**src/rtl/core/bim_pkg.sv**
```systemverilog
// Shared constants, types and helpers for the Bernstein interval basis matrix.
`default_nettype none

package bim_pkg;

  localparam int MAX_DEGREE = 7;
  localparam int FRAC_BITS  = 24;

  localparam int DEG_W  = 3;
  localparam int PAR_W  = 25;
  localparam int OUT_W  = 30;
  localparam int VAL_W  = FRAC_BITS + 1;
  localparam int ACC_W  = 2 * FRAC_BITS + 4;
  localparam int RND_W  = ACC_W - FRAC_BITS;
  localparam int BIN_W  = 6;
  localparam int ADDR_W = 1 + 2 * DEG_W;

  localparam logic [VAL_W-1:0] ONE  = VAL_W'(1) << FRAC_BITS;
  localparam logic [ACC_W-1:0] HALF = ACC_W'(1) << (FRAC_BITS - 1);

  // binomial coefficients C(n,k), row n, column k
  localparam logic [BIN_W-1:0] BINOM [8][8] = '{
    '{6'd1, 6'd0, 6'd0,  6'd0,  6'd0,  6'd0,  6'd0, 6'd0},
    '{6'd1, 6'd1, 6'd0,  6'd0,  6'd0,  6'd0,  6'd0, 6'd0},
    '{6'd1, 6'd2, 6'd1,  6'd0,  6'd0,  6'd0,  6'd0, 6'd0},
    '{6'd1, 6'd3, 6'd3,  6'd1,  6'd0,  6'd0,  6'd0, 6'd0},
    '{6'd1, 6'd4, 6'd6,  6'd4,  6'd1,  6'd0,  6'd0, 6'd0},
    '{6'd1, 6'd5, 6'd10, 6'd10, 6'd5,  6'd1,  6'd0, 6'd0},
    '{6'd1, 6'd6, 6'd15, 6'd20, 6'd15, 6'd6,  6'd1, 6'd0},
    '{6'd1, 6'd7, 6'd21, 6'd35, 6'd35, 6'd21, 6'd7, 6'd1}
  };

  typedef enum logic [1:0] {
    MAC_HOLD,
    MAC_CLEAR,
    MAC_LOAD,
    MAC_ADD
  } mac_op_e;

  typedef struct packed {
    logic              we;
    logic [ADDR_W-1:0] waddr;
    logic [VAL_W-1:0]  wdata;
    logic [ADDR_W-1:0] raddr;
  } mem_req_t;

  function automatic logic [RND_W-1:0] round_fx(input logic [ACC_W-1:0] acc);
    logic [ACC_W-1:0] s;
    s = acc + HALF;
    return s[ACC_W-1:FRAC_BITS];
  endfunction

endpackage

`default_nettype wire

```
**src/rtl/core/bim_mem.sv**
```systemverilog
// Triangle storage: one write port, one registered read port.
`default_nettype none

module bim_mem (
  input  wire logic                        clk_i,
  input  wire bim_pkg::mem_req_t           req_i,
  output logic [bim_pkg::VAL_W-1:0]        rdata_o
);

  localparam int Depth = 1 << bim_pkg::ADDR_W;

  logic [bim_pkg::VAL_W-1:0] mem_q [Depth];
  logic [bim_pkg::VAL_W-1:0] rdata_q;

  always_ff @(posedge clk_i) begin
    if (req_i.we) begin
      mem_q[req_i.waddr] <= req_i.wdata;
    end
    rdata_q <= mem_q[req_i.raddr];
  end

  assign rdata_o = rdata_q;

endmodule

`default_nettype wire

```
**config.mk**
```make
export PLATFORM = sky130hd
export DESIGN_NAME = bim_mem
export DESIGN_NICKNAME = d
export VERILOG_FILES = /design/src/rtl/core/bim_pkg.sv /design/src/rtl/core/bim_mem.sv
export SDC_FILE = /design/constraint.sdc
export NUM_CORES = 2
export LEC_CHECK = 0
export BUFFER_PORTS_ARGS = -buffer_cell sky130_fd_sc_hd__buf_2
export CAP_MARGIN = 20
export CORE_MARGIN = 5
export CORE_UTILIZATION = 40
export DETAILED_ROUTE_END_ITERATION = 6
export HOLD_SLACK_MARGIN = 0.02
export SETUP_SLACK_MARGIN = 0.1
export SLEW_MARGIN = 5
export SYNTH_ARGS = -nofsm -noshare
export SYNTH_HDL_FRONTEND = slang
export SYNTH_SLANG_ARGS = --single-unit
```
**constraint.sdc**
```tcl
create_clock -name clk_i -period 2.6 [get_ports clk_i]
set_input_delay 0 -clock clk_i [delete_from_list [all_inputs] [get_ports clk_i]]
set_output_delay 0 -clock clk_i [all_outputs]
set_load 0.005 [all_outputs]
```
-- Word-level counts from Yosys, hierarchy flattened
Memories as Yosys holds them, arrays and structs flattened. A register that Yosys moved wholly into a read port is not among the register bits.
Index checks and enable logic that the tools add are counted.
- muxes and demuxes: 2
- operators with widths (kind ; count):
    1-bit two-way mux ; 2
- register bits: 0
- RAM bits: 3200
- input bits: 41
- output and inout port bits: 25
- memories: 1
- memories (memory ; words ; bits a word ; rd ports ; clocked after memory_dff ; write ports ; RTL line ; RTL):
    mem_q ; 128 ; 25 ; 1 ; 1 ; 1 ; bim_mem.sv:12 ; logic [bim_pkg::VAL_W-1:0] mem_q [Depth];

-- Longest topological paths before layout
- depth in word-level cells: 2
- gate-level depth with buffers: 7
- gate-level depth less buffers: 4

-- Worst setup path before layout
No wires, ideal clock.
- kind: in2reg
- start: input port req_i[39] (netlist name)
- end: memory mem_q[98][0] (netlist name) (enable)
- data arrival time: 2308 ps
- data required time: 2162 ps
- setup slack: -147 ps
- stages on the path: 3
- buffers on the path: 1
- cells stage by stage: clkbuf_1 nand4_1 nor3_1
- word-level cells in the longest chain between the ends: 2
- ends and longest elaborated chain (what ; RTL line ; RTL):
    from (decl) ; bim_mem.sv:6 ; input wire bim_pkg::mem_req_t req_i,
    1-bit two-way mux ; bim_mem.sv:16 ; if (req_i.we) begin
    1-bit two-way mux (implied by the code) ; bim_mem.sv:17 ; mem_q[req_i.waddr] <= req_i.wdata;
    to (decl) ; bim_mem.sv:12 ;
No other way between the ends.

==> flow_metrics.tcl <==
set metrics [dict create \
    status "completed" \
    grt_util_met2_pct 32.87 \
    layout_common_cells "3200 x edfxtp_1, 1050 x mux4_2, 330 x clkbuf_16, 295 x buf_4, 218 x buf_12" \
    ys_warn_count 0 \
    ir_drop_mv 0.5723 \
    ys_types 16 \
    wl_per_cell_um 32.95 \
    cp_data_required_time_ns 3.36 \
    drc 0 \
    max_freq_ghz 0.3927 \
    synth_fp_nets 4761 \
    wl_um 322200 \
    rrSetupSlack_ns 0.05 \
    hold_class "primary input to flip-flop" \
    grt_overflow 0 \
    io_buffers 65 \
    timing.rr.start "mem_q[101][8]" \
    tightest_slew_ns 0.8775 \
    worstHoldPathCells 2 \
    grtUsageMet3_pct 3.876 \
    rsz0062_at_grt "true" \
    holdPathEnd "mem_q[82][18]" \
    grt_pass1_wl_um 451500 \
    die_h_um 562.9 \
    grt_max_degree 97 \
    drive_above_1_share_pct 38.89 \
    skew_ns 0.05130 \
    drt_pass1_iterations 5 \
    cts.clk_slew.worst_paths_ns 0.06 \
    power.total_mw 109.1 \
    grt_pass1_vias 57330 \
    ys_ff_latch 3225 \
    cts_made_buffers 323 \
    fin_worst_hold_slack_ns 0.08660 \
    htree_num_levels 5 \
    netSwitchingPower_mw 22.93 \
    cp_max_fo 1 \
    start_util_pct 40.08 \
    gr-usage-all-layers_pct 20.26 \
    clockRootBuffer "clkbuf_16" \
    ios 66 \
    layout_commonest_cell "edfxtp_1" \
    p_leak_nw 44.61 \
    syn-cell-area_mm2 0.1223 \
    drv_cap 0 \
    ys_seq_area_share_pct 79.00 \
    clock_power_share_pct 41.6 \
    syn_area_per_cell_um2 25.91 \
    die_area_mm2 0.3168 \
    cts_tree "yes" \
    drt_iter0_drc 7054 \
    rows 203 \
    place_area_mm2 0.1341 \
    finalNetCount 5424 \
    cp-end-kind "flip-flop" \
    synth_cells 4720 \
    pwr-share-comb_pct 5.5 \
    finalHoldViolations 0 \
    r2r.worst_path.cells 4 \
    fin_crit_ns 2.546 \
    relSlewSlack_pct 41.50 \
    core-area_mm2 0.3050 \
    stdcell_area_mm2 0.1448 \
    min_period_over_period_pct 97.94 \
    place.gp.congestion 0.8194 \
    min_from "req_i[25]" \
    crit_type "flip-flop to flip-flop" \
    area_growth_pct 18.41 \
    vias 56090 \
    cts.sinks 3225 \
    finalSetupViolations 0 \
    start_kind "flip-flop" \
    critPathArrivalTime_ns 3.31 \
    maxSlewViolCount 0 \
    clkLatencyLatePin_ns 0.88 \
    dpl.hpwl_um 190800 \
    p_int_mw 86.17 \
    drtAntennaViolNets 0 \
    antenna_found_initial 54 \
    cts_buffer_depth 4 \
    die_x_um 562.9 \
    netSwitchingFraction_pct 21.02 \
    seqPwrFrac_pct 52.9 \
    cts_setup_buffers 0 \
    power_density_mw_per_mm2 753.5 \
    reg2reg_to "rdata_o[8]" \
    top_usage_layer "met2" \
    vias_per_cell 5.737 \
    gr-usage-met1_pct 27.66 \
]
-- power by group through the flow --
stage	Clock [mW]	Sequential (mW)	Combinational, mW
final	45.4	57.7	6.04
after CTS	46.2	57.7	6.08
after global routing	48.5	57.6	6.31
after detailed placement	0	58.8	6.00
after floorplan	0	58.6	2.79
after global placement	0	58.8	5.92
-- area by class of cell --
cell class / instances / area (um^2)
Multi-Input combinational cell: 1245 / 25600
Tap cell: 4100 / 5130
Timing Repair Buffer: 588 / 7169
Sequential cell: 3225 / 96590
Clock buffer: 398 / 8523
Fill cell: 24250 / 160300
Antenna cell: 49 / 122.6
Clock inverter: 172 / 1650
-- cells in the mapped netlist --
cell	number	area share, %
mux2_2	25	0.23
nor3_1	9	0.037
dfxtp_1	25	0.41
clkbuf_1	132	0.41
buf_2	88	0.36
nand2b_1	2	0.010
nand4_1	3	0.015
nor2b_1	7	0.036
nand3_1	12	0.049
nand2_1	14	0.043
buf_6	1	0.0092
or3_1	1	0.0051
edfxtp_1	3200	79
nor2_1	122	0.37
mux4_2	1050	19
buf_1	29	0.089
-- repair_timing --
action / in CTS / in global routing
hold buffers: 37 / 0
cloned: 0 / 0
hold endpoints to repair: 3431 / 0
setup endpoints to repair: 14 / 20
resized for setup: 11 / 8
-- flip-flops by register name, indices dropped and copies added (netlist names) --
name	flops
rdata_o	25
mem_q	3200
-- logic make-up after synthesis --
kind of cell / share of synthesized area (%)
multiplexers: 19.57
AND/OR/NAND/NOR: 0.5700
flip-flops: 79.00
buffers and inverters: 0.8636
-- routing by layer --
metal  routed length, um  share of wire (%)  vias to the layer above
met1              126500                 39                    31100
met5                  55              0.017                        -
li1                    -                  -                    22170
met2              157900                 49                     2371
met3               25710                8.0                      438
met4               12000                3.7                        8
-- how the worst max path moves through the flow --
stage                         from            to
floorplan                req_i[39]  mem_q[98][0]
global placement          req_i[0]    rdata_o[8]
detailed placement        req_i[0]    rdata_o[8]
CTS                 mem_q[119][14]   rdata_o[14]
global route         mem_q[101][7]    rdata_o[7]
finish               mem_q[101][8]    rdata_o[8]
-- stage by stage --
| stage | util [%] | setup TNS (ns) | instances | setup WS (ns) |
|---|---|---|---|---|
| finish | 47.46 | 0 | 9777 | 0.05351 |
| global route | 47.45 | 0 | 9765 | 0.003189 |
| CTS | 47.41 | 0 | 9728 | 0.01684 |
| detailed placement | 43.94 | -10.28 | 9121 | -0.5926 |
| global placement | 43.94 | -10.24 | 9121 | -0.5965 |
| floorplan | - | -10.07 | 4720 | -0.1467 |
-- critical path, cell delays in order, from the launching register on --
cell,delay [ns]
edfxtp_1,0.39
mux4_2,0.47
mux4_2,0.60
mux4_2,0.66
mux2_4,0.31
Power figures use the tool's default switching activity.
