===== src/rtl/core/bim_pkg.sv =====
// Shared constants, types and helpers for the Bernstein interval basis matrix.
`default_nettype none

package bim_pkg;

  localparam int MAX_DEGREE = 7;
  localparam int FRAC_BITS  = 24;

  localparam int DEG_W  = 3;
  localparam int PAR_W  = 25;
  localparam int OUT_W  = 30;
  localparam int VAL_W  = FRAC_BITS + 1;
  localparam int ACC_W  = 2 * FRAC_BITS + 4;
  localparam int RND_W  = ACC_W - FRAC_BITS;
  localparam int BIN_W  = 6;
  localparam int ADDR_W = 1 + 2 * DEG_W;

  localparam logic [VAL_W-1:0] ONE  = VAL_W'(1) << FRAC_BITS;
  localparam logic [ACC_W-1:0] HALF = ACC_W'(1) << (FRAC_BITS - 1);

  // binomial coefficients C(n,k), row n, column k
  localparam logic [BIN_W-1:0] BINOM [8][8] = '{
    '{6'd1, 6'd0, 6'd0,  6'd0,  6'd0,  6'd0,  6'd0, 6'd0},
    '{6'd1, 6'd1, 6'd0,  6'd0,  6'd0,  6'd0,  6'd0, 6'd0},
    '{6'd1, 6'd2, 6'd1,  6'd0,  6'd0,  6'd0,  6'd0, 6'd0},
    '{6'd1, 6'd3, 6'd3,  6'd1,  6'd0,  6'd0,  6'd0, 6'd0},
    '{6'd1, 6'd4, 6'd6,  6'd4,  6'd1,  6'd0,  6'd0, 6'd0},
    '{6'd1, 6'd5, 6'd10, 6'd10, 6'd5,  6'd1,  6'd0, 6'd0},
    '{6'd1, 6'd6, 6'd15, 6'd20, 6'd15, 6'd6,  6'd1, 6'd0},
    '{6'd1, 6'd7, 6'd21, 6'd35, 6'd35, 6'd21, 6'd7, 6'd1}
  };

  typedef enum logic [1:0] {
    MAC_HOLD,
    MAC_CLEAR,
    MAC_LOAD,
    MAC_ADD
  } mac_op_e;

  typedef struct packed {
    logic              we;
    logic [ADDR_W-1:0] waddr;
    logic [VAL_W-1:0]  wdata;
    logic [ADDR_W-1:0] raddr;
  } mem_req_t;

  function automatic logic [RND_W-1:0] round_fx(input logic [ACC_W-1:0] acc);
    logic [ACC_W-1:0] s;
    s = acc + HALF;
    return s[ACC_W-1:FRAC_BITS];
  endfunction

endpackage

`default_nettype wire


===== src/rtl/core/bim_mac.sv =====
// Shared multiply-accumulate unit.
`default_nettype none

module bim_mac (
  input  wire logic                        clk_i,
  input  wire logic                        rst_ni,
  input  wire bim_pkg::mac_op_e            op_i,
  input  wire logic [bim_pkg::RND_W-1:0]   a_i,
  input  wire logic [bim_pkg::VAL_W-1:0]   b_i,
  output logic [bim_pkg::ACC_W-1:0]        acc_o
);

  localparam int ProdW = bim_pkg::RND_W + bim_pkg::VAL_W;

  logic [ProdW-1:0]          prod;
  logic [bim_pkg::ACC_W-1:0] acc_q, acc_d;

  assign prod = {{bim_pkg::VAL_W{1'b0}}, a_i} * {{bim_pkg::RND_W{1'b0}}, b_i};

  always_comb begin
    unique case (op_i)
      bim_pkg::MAC_HOLD:  acc_d = acc_q;
      bim_pkg::MAC_CLEAR: acc_d = '0;
      bim_pkg::MAC_LOAD:  acc_d = bim_pkg::ACC_W'(prod);
      bim_pkg::MAC_ADD:   acc_d = acc_q + bim_pkg::ACC_W'(prod);
      default:            acc_d = acc_q;
    endcase
  end

  always_ff @(posedge clk_i or negedge rst_ni) begin
    if (!rst_ni) begin
      acc_q <= '0;
    end else begin
      acc_q <= acc_d;
    end
  end

  assign acc_o = acc_q;

endmodule

`default_nettype wire


===== config.mk =====
export PLATFORM = sky130hd
export DESIGN_NAME = bim_mac
export DESIGN_NICKNAME = d
export VERILOG_FILES = /design/src/rtl/core/bim_pkg.sv /design/src/rtl/core/bim_mac.sv
export SDC_FILE = /design/constraint.sdc
export NUM_CORES = 2
export LEC_CHECK = 0
export ABC_AREA = 1
export BUFFER_PORTS_ARGS = -buffer_cell sky130_fd_sc_hd__buf_2
export CORE_MARGIN = 2
export CORE_UTILIZATION = 45
export CTS_BUF_LIST = sky130_fd_sc_hd__clkbuf_4 sky130_fd_sc_hd__clkbuf_8
export CTS_CLUSTER_SIZE = 20
export DETAILED_ROUTE_END_ITERATION = 8
export REMOVE_ABC_BUFFERS = 1
export SYNTH_ARGS = -nofsm -noshare
export SYNTH_HDL_FRONTEND = slang
export SYNTH_SLANG_ARGS = --single-unit

===== constraint.sdc =====
create_clock -name clk_i -period 4.4 [get_ports clk_i]
set_input_delay 1.1 -clock clk_i [delete_from_list [all_inputs] [get_ports clk_i]]
set_output_delay 1.1 -clock clk_i [all_outputs]
set_load 0.01 [all_outputs]

Yosys cells after proc, flatten, opt, wreduce, memory -nomap -nowiden
Cells that the tools add are included.
{ "totals": {"register_bits": 52} }
{ "classes": {"n_mul": 1, "n_eq_ne": 3, "reduce_logical": 1, "n_mux": 1, "n_addsub": 1} }
{ "ops": {"columns": ["operator", "count"], "rows": [
  ["one-hot mux 52 bit (3 select lines)", 1],
  ["adder 52 bit", 1],
  ["multiplier 28 x 25 -> 52 bit", 1],
  ["equality test 2 bit (second input constant)", 2],
  ["equality test 2 x 1 -> 1 bit (second input constant)", 1],
  ["zero test 2 bit", 1]
]} }

Depth between registers and ports, before layout
{ "depth": {"word_depth": 3, "mapped_depth": 46} }

Least setup slack after synthesis
Ideal clock, no wire load.
{ "synth_timing": {"path_kind": "input -> register", "start": "input b_i[10] in the netlist's numbering", "end": "register acc_q (netlist bit acc_o[40])", "stages": 39, "setup_slack_ns": -3.832, "required_ns": 4.275, "arrival_ns": 8.107, "path_buffers": 2, "cell_sequence": "clkbuf_1 buf_1 nand2_1 fa_1 fa_1 inv_1 fa_1 inv_1 fa_1 inv_1 fa_1 fa_1 inv_1 fa_1 inv_1 ha_1 nand2_1 nor2_1 [... 3 more ...] nor4_2 a21oi_1 or2_0 and2_1 ha_1 nand2_1 nor2_1 inv_1 nor2_1 inv_1 nor3_1 nand2_1 nand2_1 nand2_1 nand2_1 nand2_1 nand3_1 nand3_1"} }
{ "synth_between": {"elab_chain_len": 3} }
{ "synth_rtl": {"columns": ["element", "line", "source"], "rows": [
  ["start: declaration", "bim_mac.sv:9", "input wire logic [bim_pkg::VAL_W-1:0] b_i,"],
  ["multiplier 28 x 25 -> 52 bit (*)", "bim_mac.sv:18", "assign prod = {{bim_pkg::VAL_W{1'b0}}, a_i} * {{bim_pkg::RND_W{1'b0}}, b_i};"],
  ["adder 52 bit", "bim_mac.sv:25", "bim_pkg::MAC_ADD: acc_d = acc_q + bim_pkg::ACC_W'(prod);"],
  ["one-hot mux 52 bit (3 select lines) (*)", "bim_mac.sv:21", "unique case (op_i)"],
  ["end signal: assignment", "bim_mac.sv:32", "acc_q <= '0;"],
  ["end signal: assignment", "bim_mac.sv:34", "acc_q <= acc_d;"],
  ["end: declaration", "bim_mac.sv:16", "logic [bim_pkg::ACC_W-1:0] acc_q, acc_d;"]
]} }
Every way passes the cells marked *; elsewhere a longest branch is shown, timed or not.
A chain may end at the register's enable or synchronous reset.

Worst setup path in the final report
{ "layout_timing": {"start": "input b_i[5] in the netlist's numbering", "end": "register acc_q (netlist bit acc_o[51])"} }
Same word-level chain as after synthesis.

==> impl_metrics.toml <==
[status]
status = "finished with violations"
violations = "negative setup slack"

[sta]
rsz0062_at_grt = "true"
slew_headroom = 0.386
hold_viol = 0
finalCritPeriodShare = 1.83
clock_skew_ns = 0.0155
finalSetupViolations = 48
holdWs_ns = 0.553
maxSlewViolCount = 0
max_freq_ghz = 0.125
post-route-min-period_ns = 8.03
tightest_slew_ns = 0.919
worst_slack_ns = -3.63

[routing]
vias = 29300
detail_route.wl_per_cell_um = 17.9
drt_wl_total_um = 104000
drt_iter0_drc = 1822
dr_wl_met3_um = 5370
drc_errors = 0
wl_met2_um = 51400
first_pass_iters = 6
wl_met1_um = 42800
highest_layer = "met4"
vias_per_cell = 5.03
final_antenna_net_count = 0

[logic_synthesis]
synth-xor-area-share = 0.0103
ys_ff_latch = 52
synth_cell_type_count = 46
yosys_warnings = 0
syn_inst = 4287
synthSimpleGateAreaFrac = 0.218
synth_edf_count = 0
synthAdderAreaFrac = 0.492
synth_top_family_by_area = "adder cells"
syn_avg_cell_area_um2 = 7.05
synth_compound_area_frac = 0.0599
synth.area.mux_share = 0
ys.flop_type = "dfrtp_1"
synthArstFlopShare = 1.00
ys_seq_area_frac = 0.0430
syn_area_mm2 = 0.0302

[clock_network]
clk_pin_slew_ns = 0.12
cts.htree.levels = 2
cts_root_buf = "clkbuf_8"
clockBufferDepth = 2
cts_tree = "built"
hold_buffers = 0
clock_sinks = 52
clk_latency_ns = 0.37
numCtsBuffers = 5

[final_layout]
layout_common_cells = "inv_1 (1097), nand2_1 (974), buf_4 (585), fa_1 (550), ha_1 (152)"
layout-drive-gt1-share = 0.358
final_common_cell = "inv_1"
nets = 5848
num_antenna_cells = 0
largest_register_ffs = 52
final_cell_area_mm2 = 0.0433
area_growth_pct = 43.2

[die]
rows = 95
start_util = 0.453
ioPinCount = 109
die_area_mm2 = 0.0693
fp.dieW_um = 263
coreArea_mm2 = 0.0668
die_y_um = 263

[setup_path]
cp_data_arrival_time_ns = 8.34
worst_path_max_delay_cell = "fa_1"
crit_end = "acc_o[51]"
cp-start-kind = "input port"
crit_path_end_kind = "register"
slowest_delay_ns = 0.59
rr_endpoint = "acc_o[24]"
worstSetupPathType = "in -> reg"
reg2reg_slack_ns = 1.96
cpMostUsedCell = "fa_1"
reg2reg_from = "acc_o[0]"
rr_worst_depth = 14
crit_required_ns = 4.71
critPathLaunch = "b_i[5]"
critPathMaxFanout = 8

[global_route]
grt_max_degree = 31
track_usage = 0.291
grt_overflow_total = 0
grt_pass1_vias = 30300
grt_pass1_wl_um = 160000
antenna_found_initial = 0

[placed_design]
port_buffers = 108
place_congestion = 1.00
placed_area_mm2 = 0.0359
dpl.hpwl_um = 83100

[hold_path]
hold_class = "reg -> reg"

[flow_run]
cap_viol_max_count = 0
==> worst max-delay path: cells and delay by family <==
family / cells / cell delay, ns
AOI/OAI and AO/OA: 2 / 0.37
adders and majority gates: 9 / 3.87
buffers and inverters: 13 / 1.17
and+or+nand+nor: 17 / 1.83
==> area by class of cell <==
class | instances | area (µm²)
Clock buffer | 5 | 68.8
Clock inverter | 2 | 60.1
Fill cell | 5559 | 23500
Inverter | 1251 | 4730
Multi-Input combinational cell | 2811 | 28700
Sequential cell | 52 | 1300
Tap cell | 873 | 1090
Timing Repair Buffer | 838 | 7380
==> cell usage after synthesis, types with 5 or more instances <==
master	number	area, µm²
dfrtp_1	52	1300
a21oi_1	168	841
buf_1	39	146
o21a_1	10	75.1
nor3_1	18	90.1
o211ai_1	6	45.0
a21o_1	10	75.1
inv_1	1241	4660
o21ai_0	94	470
xor2_1	24	210
clkbuf_1	133	499
nand2_2	8	50.1
ha_1	237	2970
or2_2	5	31.3
nand2_1	1159	4350
nand4_1	26	163
fa_1	595	11900
and2_1	15	93.8
nor2_2	7	43.8
inv_2	9	33.8
nor2_1	181	679
o21ai_1	8	40.0
o21bai_1	19	143
nand3b_1	7	52.6
nand3_1	172	861
==> what timing repair did <==
item	4_1_cts	5_1_grt
pin swaps	217	417
setup endpoints to repair	48	48
gates resized for setup	736	827
cloned	3	4
setup buffers	67	81
==> worst min path at each step <==
stage	cells after the start	to	startpoint	slack (ns)
floorplan	2	acc_o[31]	acc_o[31]	0.56
global placement	2	acc_o[6]	acc_o[6]	0.52
detailed placement	2	acc_o[6]	acc_o[6]	0.52
CTS	2	acc_o[6]	acc_o[6]	0.56
global route	2	acc_o[5]	acc_o[5]	0.60
finish	2	acc_o[2]	acc_o[2]	0.55
==> metal layers <==
metal | vias up | GRT usage
met2 | 892 | 0.503
met1 | 14500 | 0.390
met3 | 239 | 0.0254
li1 | 13700 | -
met5 | - | 0
met4 | 0 | 0.0883
==> logic make-up after synthesis <==
group | Yosys count
buffers and inverters | 1424
xor gates and xnor gates | 32
DFF | 52
AOI/OAI and AO/OA | 328
and+or+nand+nor | 1619
adders and majority gates | 832
==> stage by stage <==
step / utilization / setup slack, ns / std cells / setup TNS (ns)
5_1_grt: 0.648 / -3.92 / 5832 / -160.10
6_report: 0.648 / -3.63 / 5832 / -148.21
4_1_cts: 0.591 / -3.64 / 5761 / -147.72
2_1_floorplan: - / -3.28 / 4114 / -126.04
3_3_place_gp: 0.537 / -4.70 / 5688 / -191.04
3_5_place_dp: 0.537 / -4.70 / 5688 / -191.28
Power is not shown: default switching activity piles up to over one toggle a cycle in this logic, so the estimate is an artifact.
